File: config.mk
export PLATFORM = sky130hd
export DESIGN_NAME = vfcm_ctrl
export DESIGN_NICKNAME = d
export VERILOG_FILES = /design/src/hdl/vfcm_pkg.sv /design/src/hdl/vfcm_ctrl.sv
export SDC_FILE = /design/constraint.sdc
export NUM_CORES = 1
export LEC_CHECK = 0
export BUFFER_PORTS_ARGS = -buffer_cell sky130_fd_sc_hd__buf_2
export CAP_MARGIN = 20
export CORE_AREA = 4 4 41 43
export DETAILED_ROUTE_END_ITERATION = 6
export DIE_AREA = 0 0 45 47
export PLACE_DENSITY = 0.75
export SETUP_SLACK_MARGIN = 0.02
export SYNTH_ARGS = -nofsm -noshare
export SYNTH_HDL_FRONTEND = slang
export SYNTH_SLANG_ARGS = --single-unit
File: constraint.sdc
create_clock -name clk -period 2.25 [get_ports clk]
set_input_delay 0.225 -clock clk [delete_from_list [all_inputs] [get_ports clk]]
set_output_delay 0.225 -clock clk [all_outputs]
set_load 0.05 [all_outputs]
File: src/hdl/vfcm_pkg.sv
// Shared types, codes and corner tables of the voxel face-cull mesher.
package vfcm_pkg;

	// Input mode codes (s_tuser)
	localparam logic [1:0] MODE_GRID   = 2'd0;
	localparam logic [1:0] MODE_BORDER = 2'd1;
	localparam logic [1:0] MODE_QUERY  = 2'd2;

	// Border plane codes
	localparam logic [1:0] SIDE_FRONT = 2'd0;
	localparam logic [1:0] SIDE_BACK  = 2'd1;
	localparam logic [1:0] SIDE_RIGHT = 2'd2;
	localparam logic [1:0] SIDE_LEFT  = 2'd3;

	localparam int IN_DATA_W  = 24;
	localparam int OUT_DATA_W = 56;
	localparam logic [2:0] LAST_VTX = 3'd5;

	// Row read selection: which neighbor row the memories are reading
	typedef enum logic [2:0] {
		RS_NONE = 3'd0,
		RS_C    = 3'd1,
		RS_U    = 3'd2,
		RS_D    = 3'd3,
		RS_R    = 3'd4,
		RS_L    = 3'd5
	} rsel_t;

	typedef struct packed {
		logic  clr;
		logic  capture;
		rsel_t rsel;
		logic  eval;
		logic  emit;
	} ctl_cmd_t;

	typedef struct packed {
		logic clr_done;
		logic query_ok;
		logic faces_left;
	} dp_sts_t;

	// Corner sign bits: bit0 x, bit1 y, bit2 z; set means +half
	localparam logic [2:0] CORNER_SIGN [0:7] = '{
		3'd7, 3'd6, 3'd4, 3'd5, 3'd2, 3'd3, 3'd1, 3'd0
	};

	// Corner order per face: top, bottom, right, left, front, back
	localparam logic [2:0] FACE_CORNERS [0:5][0:5] = '{
		'{3'd0, 3'd5, 3'd4, 3'd4, 3'd1, 3'd0},
		'{3'd3, 3'd2, 3'd7, 3'd7, 3'd6, 3'd3},
		'{3'd0, 3'd3, 3'd6, 3'd6, 3'd5, 3'd0},
		'{3'd1, 3'd4, 3'd7, 3'd7, 3'd2, 3'd1},
		'{3'd0, 3'd1, 3'd2, 3'd2, 3'd3, 3'd0},
		'{3'd5, 3'd4, 3'd7, 3'd7, 3'd6, 3'd5}
	};

	// Texture coordinate per vertex slot, bit i = slot i
	localparam logic [5:0] UV_U = 6'b001110;
	localparam logic [5:0] UV_V = 6'b011100;

endpackage

File: src/hdl/vfcm_ctrl.sv
// Controller state machine of the voxel face-cull mesher.
module vfcm_ctrl (
	input  logic               clk,
	input  logic               arst_n,
	input  logic               s_tvalid,
	input  vfcm_pkg::dp_sts_t  sts,
	output vfcm_pkg::ctl_cmd_t cmd,
	output logic               s_tready
);

	typedef enum logic [9:0] {
		ST_CLEAR = 10'b0000000001,
		ST_IDLE  = 10'b0000000010,
		ST_RD_C  = 10'b0000000100,
		ST_RD_U  = 10'b0000001000,
		ST_RD_D  = 10'b0000010000,
		ST_RD_R  = 10'b0000100000,
		ST_RD_L  = 10'b0001000000,
		ST_RD_W  = 10'b0010000000,
		ST_EVAL  = 10'b0100000000,
		ST_EMIT  = 10'b1000000000
	} state_t;

	state_t state_q, state_nxt;

	always_ff @(posedge clk or negedge arst_n) begin
		if (!arst_n) begin
			state_q <= ST_CLEAR;
		end else begin
			state_q <= state_nxt;
		end
	end

	always_comb begin
		state_nxt   = state_q;
		cmd.clr     = 1'b0;
		cmd.capture = 1'b0;
		cmd.rsel    = vfcm_pkg::RS_NONE;
		cmd.eval    = 1'b0;
		cmd.emit    = 1'b0;
		s_tready    = 1'b0;
		unique case (state_q)
			ST_CLEAR: begin
				cmd.clr = 1'b1;
				if (sts.clr_done) state_nxt = ST_IDLE;
			end
			ST_IDLE: begin
				s_tready    = 1'b1;
				cmd.capture = s_tvalid;
				if (s_tvalid && sts.query_ok) state_nxt = ST_RD_C;
			end
			ST_RD_C: begin
				cmd.rsel  = vfcm_pkg::RS_C;
				state_nxt = ST_RD_U;
			end
			ST_RD_U: begin
				cmd.rsel  = vfcm_pkg::RS_U;
				state_nxt = ST_RD_D;
			end
			ST_RD_D: begin
				cmd.rsel  = vfcm_pkg::RS_D;
				state_nxt = ST_RD_R;
			end
			ST_RD_R: begin
				cmd.rsel  = vfcm_pkg::RS_R;
				state_nxt = ST_RD_L;
			end
			ST_RD_L: begin
				cmd.rsel  = vfcm_pkg::RS_L;
				state_nxt = ST_RD_W;
			end
			ST_RD_W: begin
				state_nxt = ST_EVAL;
			end
			ST_EVAL: begin
				cmd.eval  = 1'b1;
				state_nxt = ST_EMIT;
			end
			ST_EMIT: begin
				cmd.emit = 1'b1;
				if (!sts.faces_left) state_nxt = ST_IDLE;
			end
			default: begin
				state_nxt = ST_CLEAR;
			end
		endcase
	end

endmodule

Word level (Yosys, flattened, before mapping):

Cells that the tools add are included.

* output and inout port bits: 8
* register bits after elaboration: 10
* logic and storage cells: 26
* input port bits: 6

* reductions and logical operators: 2
* mux-type cells: 10
* equal/unequal tests: 13

Operators by type and width (number)
* $pmux W10 S10: 1
* $mux W10: 3
* $pmux W3 S5: 1
* $eq A10 B1 Y1 const B: 1
* $eq A10 B10 Y1 const B: 1
* $eq A10 B2 Y1 const B: 1
* $eq A10 B3 Y1 const B: 1
* $eq A10 B4 Y1 const B: 1
* $eq A10 B5 Y1 const B: 1
* $eq A10 B6 Y1 const B: 1
* $eq A10 B7 Y1 const B: 1
* $eq A10 B8 Y1 const B: 1
* $eq A10 B9 Y1 const B: 1
* $ne A2 B2 Y1 const B: 3
* $mux W1: 5
* $reduce_and A3 Y1: 1
* $logic_and A1 B1 Y1: 1

Logic depth before layout (Yosys ltp):

Gate-level depths: netlist (run 1).

* word-level depth: 3
* gate-level depth with buffers: 6
* mapped depth without buffers: 5

Worst setup path after synthesis (run 1):

No wires, ideal clock.

* path kind: reg-to-output
* from: register state_q[4]
* to: output cmd[5] (netlist bit)
* stages on the path, launching flop included: 6
* data required time: 2.025 ns
* arrival time: 2.745 ns
* buffers on the path: 1
* setup slack: -0.720 ns
* cells stage by stage: dfrtp_1 clkbuf_1 nor4_2 nand2_1 nor3_1 and2_1

RTL lines
* from (decl): line vfcm_ctrl.sv:24 `state_t state_q, state_nxt;`
* from (signal assigned): line vfcm_ctrl.sv:30 `state_q <= state_nxt;`
* to (decl): line vfcm_ctrl.sv:7 `output vfcm_pkg::ctl_cmd_t cmd,`

==> results of run 1 <==
synthesized netlist by cell type:
library cell  count  share of area [%]
or4_4             1                1.7
and3_2            1                1.2
nor2_1            4                2.3
nor3_1            4                3.1
nor4_2            2                3.9
a21o_1            1                1.2
nand2b_2          1                1.4
a21oi_1           2                1.5
or2_1             1               0.97
inv_1             2                1.2
nand3b_1          1                1.2
xor2_1            2                2.7
buf_2             2                1.5
dfrtp_1           9                 35
nor4b_4           1                3.7
clkbuf_1          3                1.7
buf_6             1                1.7
a2bb2oi_1         1                1.4
nor4b_1           2                2.7
o21ai_0           2                1.5
a2111oi_0         1                1.4
o211ai_1          1                1.2
nor3b_1           2                2.3
nor3_2            1                1.5
mux2_2            1                1.7
nand2b_1          3                2.9
dfstp_2           1                4.1
nor4_1            4                3.9
or3_1             1               0.97
nand2_1           2                1.2
and2_1            2                1.9
a221oi_1          1                1.4
and3_1            1               0.97
nand3_1           1               0.77
xnor2_1           2                2.7
layer usage:
layer	up-vias	GRT usage [%]	routed length, um
li1	279	-	-
met1	286	18.8	592
met2	11	23.7	713
met3	0	6.90	82
met4	0	1.75	0
met5	-	0	0
logic make-up (layout without fill, tap and decap cells):
| family | Yosys count | after routing | synth area share [%] |
|---|---|---|---|
| AO/OA/AOI/OAI | 9 | 9 | 9.46 |
| flip-flops | 10 | 10 | 38.8 |
| buffers and inverters | 8 | 24 | 6.18 |
| AND/OR/NAND/NOR | 35 | 35 | 38.4 |
| XOR/XNOR | 4 | 4 | 5.41 |
| multiplexers | 1 | 1 | 1.74 |
worst reg2reg max path, delay by kind of cell (launching register included):
family / cells / cell delay (ps)
AND/OR/NAND/NOR: 3 / 700
AO/OA/AOI/OAI: 2 / 530
flip-flops: 1 / 490
what timing repair did:
item / CTS / global route
hold buffers: 1 / 0
cloned: 0 / 0
buffers inserted: 0 / 0
gates resized for setup: 5 / 2
hold endpoints to repair: 9 / 0
setup endpoints to repair: 4 / 5
metrics by stage:
stage	setup TNS [ps]	power (mW)	instances	hold slack, ps	utilization, %
floorplan	-455	0.616	67	-70.6	-
global placement	0	0.701	93	95.7	57.3
CTS	-15.5	0.899	98	220	62.4
detailed placement	0	0.707	93	96.4	57.3
global route	-262	0.966	98	234	62.8
finish	0	0.901	98	225	62.8
where the power goes:
part / internal (mW) / total (mW) / switching (mW)
registers: 0.216 / 0.265 / 0.0491
clock network: 0.0984 / 0.163 / 0.0642
logic: 0.182 / 0.473 / 0.291
placed cells by master, fill, tap and decap left out, types with 2 or more instances in the layout:
cell type,count
dfrtp_1,9
o21ai_0,2
buf_2,10
xnor2_1,2
xor2_1,2
nor2_1,4
a21oi_1,2
buf_4,4
nor3_1,2
nor4_2,3
and2_1,2
nor3b_1,2
clkbuf_4,5
nor4b_1,2
nor3_2,2
nand2b_1,3
inv_1,2
nor4_1,3
final cells by class:
type | instances | area, um2 | share of cell area, %
multi-input cells | 49 | 387 | 47.3
repair buffers | 18 | 116 | 14.2
clock buffers | 4 | 36.3 | 4.44
flip-flops and latches | 10 | 251 | 30.8
well taps | 15 | 18.8 | 2.30
inverters | 2 | 7.51 | 0.919
worst paths after layout:
kind	slack (ps)	startpoint	to
worst max-delay path	10	state_q[8]	cmd[3]
worst min-delay path	220	sts[2]	state_q[0]
worst max register to register	460	state_q[4]	state_q[0]
worst min register to register	620	state_q[5]	state_q[3]
max in group asynchronous	1640	arst_n	state_q[0]
min in group asynchronous	340	arst_n	state_q[4]
==> results.toml, run 1 <==
[run_status]
status = "complete, no violations"

[floorplan]
die_y_um = 47
die_w_um = 45
fp.coreArea_um2 = 1300
io_pins = 14
core.rowCount = 13
dieArea_um2 = 2120
initial_utilization_pct = 49.8

[synthesis]
ys_types = 35
yosys_warnings = 0
synth_seq_cells = 10
syn-num-nets = 73
ys_seq_area_share_pct = 38.8
synthesis.area_um2 = 648
syn_inst = 67
syn_avg_cell_area_um2 = 9.67

[layout]
n_antenna_cell = 0
final_area_um2 = 817
largest_reg_flops = 10
top_regs = "state_q: 10 flops"
num-fill-cells = 103
layout-drive-gt1-share_pct = 41.0
top_register = "state_q"
nets = 90
area_growth_syn_to_layout_pct = 26.1

[timing]
period_minus_slack_ps = 2240
fin_skew_ps = 5.48
rsz0062_at_grt = "yes"
worst_slack_ps = 10.2
hold_viol = 0
slew_violations = 0
fmax_mhz = 446
worst_slew_pin_slew_ps = 356
min_period_over_period_pct = 99.5
setup_violations = 0
maxSlewHeadroom_pct = 75.7

[setup_path]
start_kind = "flip-flop"
critPathMaxFanout = 4
crit_required_ps = 2030
crit_type = "reg2out"
crit_cells = 6
cp_top_family = "simple AND/OR/NAND/NOR gates"
cp_slowest_cell = "or4_4"
critical_path_buf_inv_count = 1
r2r_cells = 5
cp_cell_sequence = "or4_4 -> nor3_4 -> nand2b_4 -> nor4b_4 -> or2_1 -> buf_6"
critPathArrivalTime_ps = 2010
cp_slowest_stage_delay_ps = 570
crit_path_end_kind = "primary output"

[placed_design]
post_dp_cell_area_um2 = 746
dp_slack_ps = 203
dp_hpwl_mm = 1.01
portBuffers = 13
gp_congestion = 0.813

[clock_network]
numCtsBuffers = 3
cts_buffer_depth = 2
tritoncts = "done"
cts_htree_levels = 1
clkSinkCount = 10
clk_pin_slew_ps = 60
clockRootBuffer = "clkbuf_4"
clkLatencyLatePin_ps = 270

[route]
drtIter0Drc = 20
via_per_inst = 5.88
antenna_left = 0
drt-pass1-iter-count = 4
wl_per_cell_um = 14.2
via_count = 576
drc = 0
drt-total-wl_mm = 1.39

[hold_path]
hold_path_depth = 3
hp-class = "in2reg"

[grt]
first_global_vias = 513
grt_use_total_pct = 14.8
overflow = 0
grt_max_degree = 11
grt_pass1_wl_mm = 2.26
antenna_found_initial = 0

[pwr]
power_density_nw_per_um2 = 1100
irDropWorstVdd_mv = 0.757
power_leakage_nw = 0.375

[job]
maxCapViolations = 0
Note: power is estimated with default switching activity, not from simulation.
==> run 2, diff against run 1 <==
--- a/config.mk
+++ b/config.mk
@@ -5,11 +5,12 @@
 export SDC_FILE = /design/constraint.sdc
 export NUM_CORES = 1
 export LEC_CHECK = 0
+export ABC_AREA = 1
 export BUFFER_PORTS_ARGS = -buffer_cell sky130_fd_sc_hd__buf_2
 export CAP_MARGIN = 20
-export CORE_AREA = 4 4 41 43
+export CORE_AREA = 4 4 42 44
 export DETAILED_ROUTE_END_ITERATION = 6
-export DIE_AREA = 0 0 45 47
+export DIE_AREA = 0 0 46 48
 export PLACE_DENSITY = 0.75
 export SETUP_SLACK_MARGIN = 0.02
 export SYNTH_ARGS = -nofsm -noshare
==> run 2 against run 1 <==
Synthesized cell count is 49% higher. Utilization fell by 5.6 points. Hold slack lost 10 ps. First-iteration DRC count down 50%. Routed wire length shrank 6.2%. Register-to-register slack improved by 510 ps. Final cell count is 37% higher. Die area rose by 4.4%. Critical path depth unchanged. Global-route usage fell by 1.7 points.
==> results.toml, run 2 <==
[run_status]
status = "complete, no violations"

[route]
drtIter0Drc = 10
wl_per_cell_um = 9.72
antenna_left = 0
drc = 0
via_count = 605
drt-total-wl_mm = 1.30
via_per_inst = 4.51
drt-pass1-iter-count = 4

[grt]
grt_use_total_pct = 13.1
grt_pass1_wl_mm = 1.97
overflow = 0
grt_max_degree = 11
first_global_vias = 502
antenna_found_initial = 0

[placed_design]
dp_slack_ps = 794
portBuffers = 13
post_dp_cell_area_um2 = 776
dp_hpwl_mm = 1.08
gp_congestion = 0.819

[clock_network]
cts_buffer_depth = 2
clockRootBuffer = "clkbuf_4"
tritoncts = "done"
postCtsHoldBufs = 1
clkSinkCount = 10
clkLatencyLatePin_ps = 270
numCtsBuffers = 3
post_cts_resized = 0
cts_htree_levels = 1
cts_setup_buffers = 0
clk_pin_slew_ps = 60

[timing]
setup_violations = 0
period_minus_slack_ps = 1740
min_period_over_period_pct = 77.2
worst_slack_ps = 512
maxSlewHeadroom_pct = 83.0
slew_violations = 0
fin_skew_ps = 0.289
rsz0062_at_grt = "no"
setup_tns_ps = 0
hold_viol = 0
hold_slack_ps = 214
worst_slew_pin_slew_ps = 256
fmax_mhz = 575

[setup_path]
critPathMaxFanout = 5
start_kind = "flip-flop"
crit_path_end_kind = "primary output"
crit_required_ps = 2030
critPathArrivalTime_ps = 1510
r2r_slack_ps = 970
crit_type = "reg2out"

[layout]
final_common_cell = "inv_1"
final_area_um2 = 822
area_growth_syn_to_layout_pct = 19.0
top_regs = "state_q: 10 flops"
n_antenna_cell = 0
layout-drive-gt1-share_pct = 36.4
largest_reg_flops = 10
nets = 125
mostFrequentLayoutCells = "inv_1, nand2_1, nor2_1, buf_2, nand2_2"
top_register = "state_q"

[job]
maxCapViolations = 0

[synthesis]
synth-main-ff-cell = "dfrtp_1"
yosys.area.top_type = "dfrtp_1"
ys_seq_area_share_pct = 36.4
syn_inst = 100
synthTopCellsByArea = "dfrtp_1, inv_1, nand2_2"
synth_seq_cells = 10
syn_avg_cell_area_um2 = 6.91
synth_most_common_cell = "inv_1"
netlist.area_leader.share_pct = 32.6
synthTopCellsByCount = "inv_1, nand2_1, nor2_1"
synthesis.area_um2 = 691
async_reset_ff_share_pct = 100
yosys_warnings = 0
ys_types = 13
syn-num-nets = 106
synth_edf_count = 0

[hold_path]
hp-class = "in2reg"

[floorplan]
core.rowCount = 14
fp.coreArea_um2 = 1440
die_y_um = 48
dieArea_um2 = 2210
die_w_um = 46
io_pins = 14
initial_utilization_pct = 48.1

[pwr]
power_leakage_nw = 0.556
p_total_mw = 0.871
power_density_nw_per_um2 = 1060
irDropWorstVdd_mv = 0.678
[run 2: cell types whose count changed after synthesis, moves of 3 or more]
cell / delta
nand2_2: +12
nand2_1: +17
nand3_1: +7
nor2_2: +5
inv_1: +21
nand2b_1: -3
nor3_1: -3
clkbuf_1: -3
nor2_4: +5
nor4_1: -4
nor2_1: +9
[run 2: per-stage QoR]
stage	cells	util [%]
final	134	57.2
after CTS	134	57.2
after global routing	134	57.2
after global placement	129	54.0
after floorplan	100	-
after detailed placement	129	54.0
[run 2: path summary, 6_finish.rpt]
path	startpoint	endpoint	cells past startpoint
setup / recovery	state_q[2]	cmd[2]	6
hold / removal	sts[2]	state_q[0]	4
setup reg to reg	state_q[0]	state_q[0]	8
hold reg to reg	state_q[5]	state_q[5]	3
max in group asynchronous	arst_n	state_q[0]	2
min in group asynchronous	arst_n	state_q[5]	2
[run 2: worst max-delay path, stage by stage, from the launching register on]
cell and delay, ps:
dfrtp_1 420, nor2_4 170, nand2_2 90, nor2_2 110, nand2_1 110, nand3_1 80
buf_2 260
[run 2: cell families after synthesis]
logic type	Yosys count	share of synthesized area, %
buf+inv	25	13.6
flops	10	36.4
simple gates	65	50.0
[run 2: power breakdown]
part / switching [mW] / leakage (nW) / internal (mW) / total (mW)
logic: 0.316 / 0.401 / 0.147 / 0.464
clock network: 0.0632 / 0.0210 / 0.0984 / 0.162
registers: 0.0309 / 0.134 / 0.214 / 0.245
total: 0.410 / 0.556 / 0.460 / 0.871
[run 2: area by class of cell]
type,count,area [um2]
clock buffer,4,36.3
fill,140,614
inverter,25,93.8
multi-input combinational,65,345
timing repair buffer,14,75.1
sequential,10,251
tap,16,20.0
[run 2: routing by layer]
metal	GRT usage, %	up-vias	routed length, um
li1	-	322	-
met1	15.0	263	564
met2	21.4	16	649
met3	6.77	4	75
met4	3.41	0	12
met5	0	-	0
==> run 3, diff against run 2 <==
--- a/config.mk
+++ b/config.mk
@@ -5,13 +5,13 @@
 export SDC_FILE = /design/constraint.sdc
 export NUM_CORES = 1
 export LEC_CHECK = 0
-export ABC_AREA = 1
+export ABC_AREA = 0
 export BUFFER_PORTS_ARGS = -buffer_cell sky130_fd_sc_hd__buf_2
 export CAP_MARGIN = 20
-export CORE_AREA = 4 4 42 44
+export CORE_AREA = 4 4 43 45
 export DETAILED_ROUTE_END_ITERATION = 6
-export DIE_AREA = 0 0 46 48
-export PLACE_DENSITY = 0.75
+export DIE_AREA = 0 0 47 49
+export PLACE_DENSITY = 0.71
 export SETUP_SLACK_MARGIN = 0.02
 export SYNTH_ARGS = -nofsm -noshare
 export SYNTH_HDL_FRONTEND = slang
==> constraint.sdc (replaced) <==
create_clock -name clk -period 1.57 [get_ports clk]
set_input_delay 0.157 -clock clk [delete_from_list [all_inputs] [get_ports clk]]
set_output_delay 0.157 -clock clk [all_outputs]
set_load 0.05 [all_outputs]
==> run 3 against run 2 <==
The flow now finishes with violations (negative setup slack). Global-route usage up 9.3 points. Die area grew 4.3%. Routed wire length rose by 110%. Power grew to 2.5 times the previous value. Critical path depth is the same. Register-to-register slack got worse by 1200 ps. Count of clock-buffer cells in the layout did not move. Sequential share of layout area fell by 12 points.
==> results.toml, run 3 (synthesis results as in run 1) <==
[clock_network]
clockRootBuffer = "clkbuf_4"
clkLatencyLatePin_ps = 280
clkSinkCount = 10
cts_buffer_depth = 2
tritoncts = "done"
cts_htree_levels = 1
numCtsBuffers = 3
clk_pin_slew_ps = 60

[timing]
slew_violations = 0
period_minus_slack_ps = 2200
rsz0062_at_grt = "yes"
fmax_mhz = 454
worst_slack_ps = -633
hold_slack_ps = 172
maxSlewHeadroom_pct = 74.4
setup_violations = 16
min_period_over_period_pct = 140
fin_skew_ps = 11.9
worst_slew_pin_slew_ps = 382
hold_viol = 0

[layout]
top_register = "state_q"
layout-drive-gt1-share_pct = 70.8
num-fill-cells = 60
top_regs = "state_q: 10 flops"
mostFrequentLayoutCells = "buf_4, buf_6, dfrtp_1"
area_growth_syn_to_layout_pct = 106
utilization_pct = 90.6
nets = 120
n_antenna_cell = 0
final_common_cell = "buf_4"
largest_reg_flops = 10

[placed_design]
dp_hpwl_mm = 1.32
gp_congestion = 0.779
portBuffers = 13

[pwr]
p_switching_mw = 0.957
pwr-share-seq_pct = 15.9
comb_power_share_pct = 73.2
power_leakage_nw = 0.580
clkPwrFrac_pct = 10.9
p_int_mw = 1.23
p_total_mw = 2.19
irDropWorstVdd_mv = 1.54
p_sw_share_pct = 43.7
power_density_nw_per_um2 = 1640

[route]
drtIter0Drc = 18
drc = 0
drt-total-wl_mm = 2.68
via_per_inst = 5.81
wl_per_cell_um = 20.7
via_count = 749
drt-pass1-iter-count = 4
antenna_left = 0

[floorplan]
io_pins = 14
core.rowCount = 14
die_y_um = 49
dieArea_um2 = 2300
fp.coreArea_um2 = 1470
initial_utilization_pct = 44.0
die_w_um = 47

[setup_path]
critical_path_buf_inv_count = 1
cp_slowest_cell = "or4_4"
cp_cell_sequence = "or4_4 -> nor3_4 -> nand2b_4 -> nor4b_4 -> or2_4 -> buf_8"
cp_top_family = "simple AND/OR/NAND/NOR gates"
critPathArrivalTime_ps = 2050
crit_required_ps = 1410
start_kind = "flip-flop"
crit_path_end_kind = "primary output"
critPathMaxFanout = 2
crit_type = "reg2out"
cp_slowest_stage_delay_ps = 550

[grt]
overflow = 0
antenna_found_initial = 0
grt_use_total_pct = 22.4
grt_pass1_wl_mm = 3.65
first_global_vias = 757
grt_max_degree = 11

[run_status]
status = "complete, but fails checks"
violations = "negative setup slack"

[job]
maxCapViolations = 0

[hold_path]
hp-class = "in2reg"
-- run 3: cell count changes in the layout (fill, tap and decap cells not counted), moves of 4 or more --
cell     before  now
buf_2        13    5
buf_4         0   25
buf_6         0   12
buf_8         0    5
inv_1        23    2
nand2_1      19    0
nand2_2      12    1
nand3_1       8    1
nor2_1       13    2
nor2_2        5    0
nor4_4        0    4
-- run 3: worst paths after layout --
path                              end  slack [ps]  startpoint  cells after the start
max                            cmd[3]        -630  state_q[9]                      6
min reg2reg                state_q[6]         700  state_q[6]                      2
max reg2reg                state_q[0]        -260  state_q[4]                      8
min in group asynchronous  state_q[4]         260      arst_n                      2
min                        state_q[0]         170      sts[2]                      3
max in group asynchronous  state_q[0]        1040      arst_n                      2
-- run 3: per-layer routing --
metal  up-vias  track usage [%]  part of all wire (%)
met5         -                0                     0
met4         0             8.29                   4.1
met3        12             8.49                   5.7
met2        30             32.8                    53
met1       371             29.2                    38
li1        336                -                     -
-- run 3: tightest hold or removal path, stage by stage --
cell and delay, ps:
buf_2 100, inv_1 40, a21o_1 140
-- run 3: timing repair --
| item | in CTS | in global routing |
|---|---|---|
| setup endpoints to repair | 15 | 18 |
| buffers inserted | 10 | 8 |
| hold endpoints to repair | 10 | 0 |
| pin swaps | 8 | 10 |
| hold buffers | 1 | 0 |
| gates resized for setup | 40 | 14 |
-- run 3: metrics by stage --
| step | TNS [ps] | instances | setup slack (ps) | area [um2] |
|---|---|---|---|---|
| after CTS | -4730 | 125 | -666 | 1220 |
| after global placement | -1620 | 111 | -420 | 951 |
| after global routing | -5890 | 129 | -718 | 1330 |
| after floorplan | -2310 | 67 | -426 | 756 |
| after detailed placement | -1990 | 111 | -493 | 951 |
| final | -4650 | 129 | -633 | 1330 |
-- run 3: power by group through the flow --
stage | Sequential, mW | Clock [mW] | Combinational [mW]
after floorplan | 0.341 | 0 | 0.662
after global placement | 0.345 | 0 | 0.944
after detailed placement | 0.346 | 0 | 0.956
after CTS | 0.341 | 0.238 | 1.30
after global routing | 0.354 | 0.255 | 1.69
final | 0.347 | 0.239 | 1.60
-- run 3: cell type report --
type / instances / area, um2 / share of cell area (%)
Multi-Input combinational cell: 49 / 584 / 43.8
Inverter: 2 / 7.51 / 0.563
Timing Repair Buffer: 48 / 433 / 32.5
Clock buffer: 4 / 36.3 / 2.72
Tap cell: 16 / 20.0 / 1.50
Sequential cell: 10 / 251 / 18.9
